===== src/rtl/hdlcrx_pkg.sv =====
// ----------------------------------------------------------------------------
// HDLC receive FIFO package
// Shared constants, command codes and status codes of the receive FIFO.
// ----------------------------------------------------------------------------
`default_nettype none

package hdlcrx_pkg;

	localparam int FIFO_DEPTH = 32;
	localparam int PTR_W      = $clog2(FIFO_DEPTH);
	localparam int CNT_W      = $clog2(FIFO_DEPTH + 1);
	localparam int THR_W      = 6;
	localparam int FILL_W     = 6;
	localparam int CMP_W      = (CNT_W > THR_W) ? CNT_W : THR_W;
	localparam int ADDR_W     = 4;

	typedef enum logic [1:0] {
		CMD_PUSH  = 2'd0,
		CMD_POP   = 2'd1,
		CMD_FLUSH = 2'd2,
		CMD_CLEAR = 2'd3
	} cmd_t;

	typedef enum logic [1:0] {
		REG_THRESHOLD = 2'd0,
		REG_EN_LEVEL  = 2'd1,
		REG_EN_END    = 2'd2,
		REG_NONE      = 2'd3
	} reg_idx_t;

	localparam logic [1:0] LVL_EMPTY = 2'd0;
	localparam logic [1:0] LVL_BELOW = 2'd1;
	localparam logic [1:0] LVL_ABOVE = 2'd3;

	localparam logic [1:0] POS_PACKET = 2'd0;
	localparam logic [1:0] POS_FIRST  = 2'd1;
	localparam logic [1:0] POS_LAST   = 2'd2;
	localparam logic [1:0] POS_FLUSH  = 2'd3;

	localparam logic [THR_W-1:0] THR_RESET = THR_W'(5);

	function automatic logic count_ge(input logic [CNT_W-1:0] cnt,
	                                  input logic [THR_W-1:0] thr);
		logic [CMP_W-1:0] a;
		logic [CMP_W-1:0] b;
		a = CMP_W'(cnt);
		b = CMP_W'(thr);
		return a >= b;
	endfunction

	function automatic logic [PTR_W-1:0] next_ptr(input logic [PTR_W-1:0] p);
		logic [PTR_W-1:0] r;
		r = (p == PTR_W'(FIFO_DEPTH - 1)) ? '0 : p + PTR_W'(1);
		return r;
	endfunction

endpackage

`default_nettype wire


===== src/rtl/hdlc_rx_fifo_status.sv =====
// ----------------------------------------------------------------------------
// HDLC receive FIFO with status bits
// Byte FIFO with packet level status, interrupt flags and overflow dropping.
// ----------------------------------------------------------------------------
// Usage:
// Each item on the slave stream carries one command (push, pop, flush or
// clear interrupt flags), a data byte and, on tlast, the last-of-packet mark.
// Every accepted item produces exactly one result item on the master stream,
// holding the popped byte, the level and byte-position codes, the sticky
// interrupt flags, the IRQ pulse, the receiver disable request, the overflow
// mark and the fill count after the item.
// The result appears in the cycle after the item is accepted; one item can be
// accepted every cycle while results are taken. The byte store is a RAM with
// a registered read, so a popped byte is output in the cycle after the pop.
// The APB port sets the level threshold and the two interrupt enables.
// Reset empties the FIFO, clears the flags and loads the default threshold.
// When the receiver stalls, the result is held and no new item is accepted
// until it is taken.
// ----------------------------------------------------------------------------
`default_nettype none

module hdlc_rx_fifo_status (
	input  wire logic                          clk,
	input  wire logic                          arst_n,
	input  wire logic                          s_tvalid,
	output logic                               s_tready,
	// [1:0] command, [9:2] data_byte, [15:10] zero
	input  wire logic [15:0]                   s_tdata,
	input  wire logic                          s_tlast,
	output logic                               m_tvalid,
	input  wire logic                          m_tready,
	// [7:0] read_data, [9:8] level_status, [11:10] byte_position,
	// [12] level_irq_flag, [13] end_irq_flag, [14] irq_pulse,
	// [15] receiver_disable, [16] overflow, [22:17] fill_count, [23] zero
	output logic [23:0]                        m_tdata,
	input  wire logic                          psel,
	input  wire logic                          penable,
	input  wire logic                          pwrite,
	input  wire logic [hdlcrx_pkg::ADDR_W-1:0] paddr,
	input  wire logic [31:0]                   pwdata,
	output logic [31:0]                        prdata,
	output logic                               pready
);

	import hdlcrx_pkg::*;

	logic [THR_W-1:0] thr_q;
	logic             en_level_q;
	logic             en_end_q;

	logic [PTR_W-1:0] rp_q, rp_n;
	logic [PTR_W-1:0] wp_q, wp_n;
	logic [CNT_W-1:0] cnt_q, cnt_n;
	logic [1:0]       level_q, level_n;
	logic [1:0]       pos_q, pos_n;
	logic             lflag_q, lflag_n;
	logic             eflag_q, eflag_n;
	logic             drop_q, drop_n;

	logic             accept;
	logic             cfg_wr;
	reg_idx_t         cfg_idx;
	cmd_t             cmd;
	logic [7:0]       data_byte;
	logic             ram_we, ram_re;
	logic [7:0]       ram_rdata;
	logic             pop_hit, irq, rxdis, ovf;

	logic             out_valid_q;
	logic             pop_hit_q;
	logic [1:0]       level_out_q;
	logic [1:0]       pos_out_q;
	logic             lflag_out_q;
	logic             eflag_out_q;
	logic             irq_out_q;
	logic             rxdis_out_q;
	logic             ovf_out_q;
	logic [FILL_W-1:0] fill_out_q;
	logic [CMP_W-1:0] cnt_ext;

	assign cmd       = cmd_t'(s_tdata[1:0]);
	assign data_byte = s_tdata[9:2];
	assign s_tready  = !out_valid_q || m_tready;
	assign accept    = s_tvalid && s_tready;

	assign pready  = 1'b1;
	assign cfg_idx = reg_idx_t'(paddr[3:2]);
	assign cfg_wr  = psel && penable && pwrite && pready;

	always_ff @(posedge clk or negedge arst_n) begin
		if (!arst_n) begin
			thr_q      <= THR_RESET;
			en_level_q <= 1'b0;
			en_end_q   <= 1'b0;
		end else if (cfg_wr) begin
			case (cfg_idx)
				REG_THRESHOLD: thr_q      <= pwdata[THR_W-1:0];
				REG_EN_LEVEL:  en_level_q <= pwdata[0];
				REG_EN_END:    en_end_q   <= pwdata[0];
				default: ;
			endcase
		end
	end

	always_comb begin
		prdata = '0;
		case (cfg_idx)
			REG_THRESHOLD: prdata = 32'(thr_q);
			REG_EN_LEVEL:  prdata = 32'(en_level_q);
			REG_EN_END:    prdata = 32'(en_end_q);
			default:       prdata = '0;
		endcase
	end

	always_comb begin
		rp_n    = rp_q;
		wp_n    = wp_q;
		cnt_n   = cnt_q;
		level_n = level_q;
		pos_n   = pos_q;
		lflag_n = lflag_q;
		eflag_n = eflag_q;
		drop_n  = drop_q;
		ram_we  = 1'b0;
		ram_re  = 1'b0;
		pop_hit = 1'b0;
		irq     = 1'b0;
		rxdis   = 1'b0;
		ovf     = 1'b0;
		case (cmd)
			CMD_PUSH: begin
				rxdis = 1'b1;
				if (drop_q) begin
					if (s_tlast) begin
						drop_n = 1'b0;
					end
				end else if (cnt_q >= CNT_W'(FIFO_DEPTH)) begin
					rp_n    = '0;
					wp_n    = '0;
					cnt_n   = '0;
					level_n = LVL_EMPTY;
					pos_n   = POS_FLUSH;
					ovf     = 1'b1;
					drop_n  = !s_tlast;
				end else begin
					ram_we = accept;
					wp_n   = next_ptr(wp_q);
					cnt_n  = cnt_q + CNT_W'(1);
					if (s_tlast) begin
						if (count_ge(cnt_n, thr_q)) begin
							level_n = LVL_ABOVE;
							if (en_level_q) begin
								lflag_n = 1'b1;
								irq     = 1'b1;
							end
						end else begin
							level_n = LVL_BELOW;
						end
						if (en_end_q) begin
							eflag_n = 1'b1;
							irq     = 1'b1;
						end
						pos_n = POS_FIRST;
					end
				end
			end
			CMD_POP: begin
				if (cnt_q != '0) begin
					ram_re  = accept;
					pop_hit = 1'b1;
					rp_n    = next_ptr(rp_q);
					cnt_n   = cnt_q - CNT_W'(1);
				end
				if (cnt_n > CNT_W'(1)) begin
					pos_n = POS_PACKET;
				end else if (cnt_n == CNT_W'(1)) begin
					pos_n = POS_LAST;
				end
				if (count_ge(cnt_n, thr_q)) begin
					level_n = LVL_ABOVE;
				end else if (cnt_n != '0) begin
					level_n = LVL_BELOW;
				end else begin
					level_n = LVL_EMPTY;
				end
			end
			CMD_FLUSH: begin
				rp_n    = '0;
				wp_n    = '0;
				cnt_n   = '0;
				level_n = LVL_EMPTY;
				pos_n   = POS_FLUSH;
			end
			CMD_CLEAR: begin
				lflag_n = 1'b0;
				eflag_n = 1'b0;
			end
			default: ;
		endcase
	end

	assign cnt_ext = CMP_W'(cnt_n);

	always_ff @(posedge clk or negedge arst_n) begin
		if (!arst_n) begin
			rp_q    <= '0;
			wp_q    <= '0;
			cnt_q   <= '0;
			level_q <= LVL_EMPTY;
			pos_q   <= POS_FLUSH;
			lflag_q <= 1'b0;
			eflag_q <= 1'b0;
			drop_q  <= 1'b0;
		end else if (accept) begin
			rp_q    <= rp_n;
			wp_q    <= wp_n;
			cnt_q   <= cnt_n;
			level_q <= level_n;
			pos_q   <= pos_n;
			lflag_q <= lflag_n;
			eflag_q <= eflag_n;
			drop_q  <= drop_n;
		end
	end

	hdlcrx_ram #(
		.WIDTH (8),
		.DEPTH (FIFO_DEPTH)
	) u_store (
		.clk   (clk),
		.we    (ram_we),
		.waddr (wp_q),
		.wdata (data_byte),
		.re    (ram_re),
		.raddr (rp_q),
		.rdata (ram_rdata)
	);

	always_ff @(posedge clk or negedge arst_n) begin
		if (!arst_n) begin
			out_valid_q <= 1'b0;
		end else if (s_tready) begin
			out_valid_q <= s_tvalid;
		end
	end

	always_ff @(posedge clk) begin
		if (accept) begin
			pop_hit_q   <= pop_hit;
			level_out_q <= level_n;
			pos_out_q   <= pos_n;
			lflag_out_q <= lflag_n;
			eflag_out_q <= eflag_n;
			irq_out_q   <= irq;
			rxdis_out_q <= rxdis;
			ovf_out_q   <= ovf;
			fill_out_q  <= cnt_ext[FILL_W-1:0];
		end
	end

	assign m_tvalid = out_valid_q;
	assign m_tdata  = {1'b0, fill_out_q, ovf_out_q, rxdis_out_q, irq_out_q,
	                   eflag_out_q, lflag_out_q, pos_out_q, level_out_q,
	                   (pop_hit_q ? ram_rdata : 8'd0)};

`ifndef ASSERT_OFF
	a_count_bound: assert property (@(posedge clk) disable iff (!arst_n)
		cnt_q <= CNT_W'(FIFO_DEPTH))
		else $error("fill count exceeds the FIFO depth");

	a_result_follows: assert property (@(posedge clk) disable iff (!arst_n)
		accept |=> m_tvalid)
		else $error("accepted item produced no result");

	a_overflow_empty: assert property (@(posedge clk) disable iff (!arst_n)
		(m_tvalid && m_tdata[16]) |-> (m_tdata[22:17] == '0))
		else $error("overflow result shows a nonempty FIFO");

	a_no_write_on_pop: assert property (@(posedge clk) disable iff (!arst_n)
		!(ram_we && ram_re))
		else $error("store written and read in the same cycle");
`endif

endmodule

`default_nettype wire


===== src/rtl/hdlcrx_ram.sv =====
// ----------------------------------------------------------------------------
// Generic single-port-write RAM
// One write port and one read port; the read data is registered.
// ----------------------------------------------------------------------------
`default_nettype none

module hdlcrx_ram #(
	parameter int WIDTH = 8,
	parameter int DEPTH = 32
) (
	input  wire logic                     clk,
	input  wire logic                     we,
	input  wire logic [$clog2(DEPTH)-1:0] waddr,
	input  wire logic [WIDTH-1:0]         wdata,
	input  wire logic                     re,
	input  wire logic [$clog2(DEPTH)-1:0] raddr,
	output logic      [WIDTH-1:0]         rdata
);

	logic [WIDTH-1:0] mem_q [DEPTH];

	always_ff @(posedge clk) begin
		if (we) begin
			mem_q[waddr] <= wdata;
		end
		if (re) begin
			rdata <= mem_q[raddr];
		end
	end

endmodule

`default_nettype wire

===== config.mk =====
export PLATFORM = sky130hd
export DESIGN_NAME = hdlc_rx_fifo_status
export DESIGN_NICKNAME = d
export VERILOG_FILES = /design/src/rtl/hdlcrx_pkg.sv /design/src/rtl/hdlc_rx_fifo_status.sv /design/src/rtl/hdlcrx_ram.sv
export SDC_FILE = /design/constraint.sdc
export NUM_CORES = 1
export LEC_CHECK = 0
export ABC_AREA = 0
export BUFFER_PORTS_ARGS = -buffer_cell sky130_fd_sc_hd__clkbuf_2
export CAP_MARGIN = 20
export CORE_ASPECT_RATIO = 1.4
export CORE_MARGIN = 4
export CORE_UTILIZATION = 50
export CTS_BUF_LIST = sky130_fd_sc_hd__clkbuf_8 sky130_fd_sc_hd__clkbuf_16
export CTS_CLUSTER_DIAMETER = 150
export CTS_CLUSTER_SIZE = 24
export DETAILED_ROUTE_END_ITERATION = 10
export PLACE_DENSITY = 0.69
export SLEW_MARGIN = 20
export SYNTH_ARGS = -nofsm -noshare
export SYNTH_HDL_FRONTEND = slang
export SYNTH_SLANG_ARGS = --single-unit

===== constraint.sdc =====
create_clock -name clk -period 9.95 [get_ports clk]
set_input_delay 0.4975 -clock clk [delete_from_list [all_inputs] [get_ports clk]]
set_output_delay 0.4975 -clock clk [all_outputs]
set_load 0.03 [all_outputs]

# == Yosys cells after proc, flatten, opt, wreduce, memory -nomap -nowiden ==
# Memory sizes are Yosys's and may differ from the RTL's. A register that Yosys moved wholly into a read port is not among the register bits.
# Index checks and enable logic that the tools add are counted.
# op_classes
addsub,4
n_lt_le_gt_ge,4
n_eq_ne,11
n_mux,56
n_bitwise,2
reduce_logical,20
# ops
cell,count
case mux 6 bit (3 select lines),2
2-to-1 mux 5 bit,7
2-to-1 mux 1 bit,26
2-to-1 mux 6 bit,4
2-to-1 mux 2 bit,10
case mux 5 bit (3 select lines),1
>= comparator 6 bit,2
case mux 2 bit (3 select lines),2
nonzero test 6 bit,2
adder 5 x 1 -> 5 bit (second input constant),2
equality test 5 bit (second input constant),2
case mux 5 bit (2 select lines),1
2-to-1 mux 8 bit,1
AND reduction 2 bit,4
adder 6 x 1 -> 6 bit (second input constant),1
equality test 2 bit (second input constant),3
equality test 6 x 1 -> 1 bit (second input constant),1
>= comparator 6 bit (second input constant),1
> comparator 6 x 1 -> 1 bit (second input constant),1
!= test 2 bit (second input constant),3
subtractor 6 x 1 -> 6 bit (second input constant),1
AND reduction 5 bit,1
equality test 2 x 1 -> 1 bit (second input constant),2
zero test 2 bit,2
other kinds (10),15
# word_totals
regBits,48
ramBits,256
inputBits,60
output_inout_bits,59
elab_cells,119
memories,1
# memory_table
name,depth,width,rd,rd_clocked_by_memory_dff,wr,line,rtl
u_store.mem_q,32,8,1,1,1,hdlcrx_ram.sv:20,logic [WIDTH-1:0] mem_q [DEPTH];

# == Depth between registers and ports, before layout ==
# logic_depth
word_depth,8
ltp_mapped,13
ltp_nobuf,11

# == By module ==
# A second synthesis with hierarchy kept.
# unflattened
cells_unflattened,781
hier_area_um2,13434.1
# by_module_without_submodules
module,n_inst,cells_per_inst,area_per_inst_um2,seq_area_each_um2
hdlcrx_ram,1,417,10133.5,7927.6
hdlc_rx_fifo_status,1,364,3300.7,1286.2

# == Worst setup path before layout ==
# No wires, ideal clock.
# synth_timing
kind,reg2reg
start,register cnt_q[0]
end,register level_out_q[1] (data pin)
setup_ns,0.270
t_arrival_ns,3.060
required_time_ns,9.680
setup_slack_ns,6.620
stages_incl_launch_ff,14
path_buffers,2
period_less_slack_ns,3.330
cell_sequence,dfrtp_1 clkbuf_1 inv_1 ha_1 clkbuf_2 or3b_2 and2_1 or2_2 ha_1 a21o_1 a21oi_1 o221ai_1 a311oi_1 a21oi_1
# synth_via
elab_chain_cells,7
elab_cells_between_ends,14
cone_classes,add/sub: 2; order compare: 3; mux: 8; reduce/logical: 1
# synth_lines
item,line,rtl
from (decl),hdlc_rx_fifo_status.sv:53,"logic [CNT_W-1:0] cnt_q, cnt_n;"
from (signal assigned),hdlc_rx_fifo_status.sv:217,cnt_q <= cnt_n;
adder 6 x 1 -> 6 bit,hdlc_rx_fifo_status.sv:148,cnt_n = cnt_q + CNT_W'(1);
>= comparator 6 bit,hdlcrx_pkg.sv:48,return a >= b;
2-to-1 mux 2 bit,hdlc_rx_fifo_status.sv:150,"if (count_ge(cnt_n, thr_q)) begin"
2-to-1 mux 2 bit,hdlc_rx_fifo_status.sv:149,if (s_tlast) begin
2-to-1 mux 2 bit,hdlc_rx_fifo_status.sv:137,end else if (cnt_q >= CNT_W'(FIFO_DEPTH)) begin
2-to-1 mux 2 bit,hdlc_rx_fifo_status.sv:133,if (drop_q) begin
case mux 2 bit (3 select lines) *,hdlc_rx_fifo_status.sv:130,case (cmd)
named net level_n[1],hdlc_rx_fifo_status.sv:54,"logic [1:0] level_q, level_n;"
to (signal assigned),hdlc_rx_fifo_status.sv:250,level_out_q <= level_n;
to (decl),hdlc_rx_fifo_status.sv:71,logic [1:0] level_out_q;
# Mark *: on every way through the listed nets, which the timed path passes. The rest lies on a longest branch. The select of a mux whose other input is x is not followed.
# A chain may end at the register's enable or synchronous reset.

# == Worst setup path in the final report ==
# Same ends and word-level chain as after synthesis.

==> metrics.md <==
| Metric | Value |
|---|---|
| Switching power share of the total | `a little under a third` |
| Syn_area_per_cell | `between 15 and 20 um2` |
| Share of cells above drive strength 1 | `22.5%` |
| First-pass GRT wire length | `between 40000 and 50000 um` |
| Crit path kind | `register to register` |
| Synth warnings | `0` |
| 1st-pass router iterations | `7` |
| Worst setup SP type | `register` |
| Vias per std cell | `approximately 5.7` |
| Slew HR | `22.6%` |
| Setup Fix Bufs, Post-CTS | `0` |
| Post-CTS Resized | `0` |
| Via count | `just under 7000` |
| Final Cycle Share | `between 30% and 40%` |
| Port Buf Inserts | `56` |
| Core area | `approximately 0.027 mm2` |
| CP Max Fanout | `14` |
| Final setup viols | `0` |
| Clock network power share | `a little over a fifth` |
| DRC | `0` |
| WL per Instance | `about 22 um` |
| Cell variety after synth | `60` |
| Worst Hold Class | `primary input to asynchronous set/reset pin` |
| TritonCTS buffer count | `16` |
| Critical path origin | `cnt_q[0]` |
| Post-synth EDFFs | `280` |
| Root buf cell | `clkbuf_16` |
| CP required | `between 10 and 15 ns` |
| All-layer global routing usage | `18.3%` |
| GPL Wtd Cong | `~0.85` |
| Syn-to-layout area delta | `6.72%` |
| Vias in the first global route | `7054` |
| Cell Pwr Density | `between 200 and 250 mW/mm2` |
| CTS tree | `built` |
| Bufs on Longest Clock Path | `3` |
| Io pins | `roughly 120` |
| Layout Nets | `between 900 and 1000` |
| Row cnt | `71` |
| Ant diodes | `0` |
| Internal power | `2280 uW` |
| Initial Util | `50.7%` |
| Die W | `approximately 150 um` |
| Clock skew | `0.0176 ns` |
| Finished Cell Area | `0.0145 mm2` |
| GRT overflow | `0` |
| Worst skew pair latency | `around 0.50 ns` |
| TritonCTS Sinks | `about 310` |
| H-tree levels | `1` |
| Pin count of the biggest net entering global routing | `70` |
| Logic pwr share | `between 20 and 30%` |
| Post-synth design cell area | `around 0.014 mm2` |
| CP arrival | `around 4.2 ns` |
| Antenna violation net count after detailed routing | `0` |
| Clk pin slew, worst setup/hold paths | `roughly 0.10 ns` |
| Fin. max-slew vios | `0` |
| Initial DRC Count | `around 540` |
| DRT Wirelength | `between 20000 and 30000 um` |
| Worst IR Drop VDD | `approximately 0.00012 V` |
| Seq/Total Area, Yosys | `between 60% and 70%` |
| Seq pwr share | `between 40% and 50%` |
| Final Hold Viols | `0` |
| #FFs+latches synth | `around 310` |
| Outcome | `finished, final reports clean` |
| FFs w/ async S/R, synth | `between 10% and 20%` |
| Fmax achieved | `around 250 MHz` |
| # hold bufs at CTS | `0` |
| Leak | `approximately 0.0049 uW` |
| Die area | `between 0.02 and 0.03 mm2` |
| Top FF cell, synth | `edfxtp_1` |
| Post-DP Area | `around 0.014 mm2` |
| Crit path time final | `3.93 ns` |
| # Max-Cap Violations | `0` |
| Worst r2r src | `cnt_q[0]` |
| Least-Margin Pin Slew | `about 1.2 ns` |
| Setup TNS | `0 ns` |
| Die height | `about 200 um` |
| Critical Path Sink Type | `register` |
| Antenna violations before repair | `0` |
| Post-DP HPWL | `approximately 18000 um` |
| RSZ-0062 raised after global routing | `no` |
| Synth Instances | `between 800 and 900` |
| P_sw | `between 1000 and 1500 uW` |
-- sequential cells by signal, indices dropped and copies added (netlist names), 2 cells and up --
register	cells
u_store.mem_q	256
cnt_q	6
thr_q	6
u_store.rdata	8
level_out_q	2
level_q	2
pos_q	2
pos_out_q	2
rp_q	5
wp_q	5
fill_out_q	6
-- worst max-delay path: stages, from the launching register on --
cell and delay, ns:
dfrtp_1 0.56, inv_1 0.25, ha_1 0.24, or3b_2 0.50
nor2_1 0.55, xnor2_1 0.19, ha_1 0.24, nand2b_1 0.14
a21oi_1 0.20, o221ai_1 0.25, a311oi_1 0.47, a21oi_1 0.07
-- area by class of cell --
type / instances / area [um2]
fill: 2173 / 12300
sequential: 312 / 9220
multi-input combinational: 424 / 3960
tap: 365 / 457
clock buffer: 17 / 425
timing repair buffer: 60 / 318
inverter: 24 / 90.1
clock inverter: 11 / 41.3
-- routing by layer --
| metal | global-route usage (%) | vias up | part of all wire [%] |
|---|---|---|---|
| met3 | 2.70 | 37 | 6.1 |
| met2 | 32.1 | 226 | 53 |
| li1 | - | 3151 | - |
| met4 | 5.16 | 0 | 2.5 |
| met1 | 24.1 | 3537 | 39 |
| met5 | 0 | - | 0 |
-- synthesized netlist by cell type (4+ instances only) --
master	n	area [um2]
and2_1	9	56.3
buf_2	7	35.0
dfrtp_1	28	701
nand3_1	11	55.1
nor3_1	10	50.1
ha_1	27	338
a21oi_1	19	95.1
or3b_2	4	35.0
a22oi_1	5	37.5
o21ai_0	28	140
inv_1	24	90.1
or2_2	4	25.0
nand3b_1	5	37.5
a22o_1	6	52.6
nand2_1	39	146
mux2_2	14	158
mux4_2	80	1800
buf_4	33	248
a31oi_1	6	37.5
a21o_1	5	37.5
and3_1	4	25.0
nand2b_1	8	50.1
edfxtp_1	280	8410
nor2b_1	7	43.8
dfstp_2	4	105
nor4_1	6	37.5
clkbuf_1	27	101
buf_1	5	18.8
nor2_1	52	195
-- final timing paths --
check,endpoint,slack (ns),cells past startpoint
max in group asynchronous,rp_q[0],9.19,1
worst min register to register,eflag_q,0.50,2
worst max-delay path,level_out_q[1],6.02,11
worst min-delay path,cnt_q[0],0.11,1
worst max register to register,level_out_q[1],6.02,11
min in group clk,thr_q[4],0.20,3
-- cell usage in the layout (no fill, tap or decap), types with 11 or more instances in the layout --
cell	instances
clkbuf_2	56
conb_1	28
nand2_1	39
dfrtp_1	26
inv_1	35
nor2_1	52
clkbuf_16	17
mux4_2	80
nand3_1	11
a21oi_1	19
o21ai_0	28
mux2_2	14
edfxtp_1	280
ha_1	27
-- stage by stage --
stage,power (uW),setup slack [ns],utilization (%),hold WS (ns),instances
2_1_floorplan,2380,6.62,-,0.202,835
3_3_place_gp,2620,6.09,52.3,0.467,1184
3_5_place_dp,2640,6.06,52.3,0.477,1184
4_1_cts,3330,6.02,54.0,0.128,1212
5_1_grt,3480,5.79,54.1,0.156,1213
6_report,3300,6.02,54.1,0.106,1213
-- power by group through the flow --
| stage | logic (uW) | registers [uW] | clock network [uW] |
|---|---|---|---|
| after CTS | 974 | 1640 | 718 |
| after global placement | 955 | 1660 | 0 |
| final | 963 | 1640 | 696 |
| after floorplan | 802 | 1580 | 0 |
| after global routing | 1050 | 1650 | 774 |
| after detailed placement | 971 | 1670 | 0 |
-- cell families after synthesis --
kind of cell,Yosys count,share of synthesized area (%)
flops,312,67.8
simple gates,170,6.28
compound gates,99,4.79
buf+inv,99,3.83
mux,95,14.5
fa+ha+maj,27,2.48
xor+xnor,5,0.322
other cells,2,0.0552
Power figures use the tool's default switching activity.
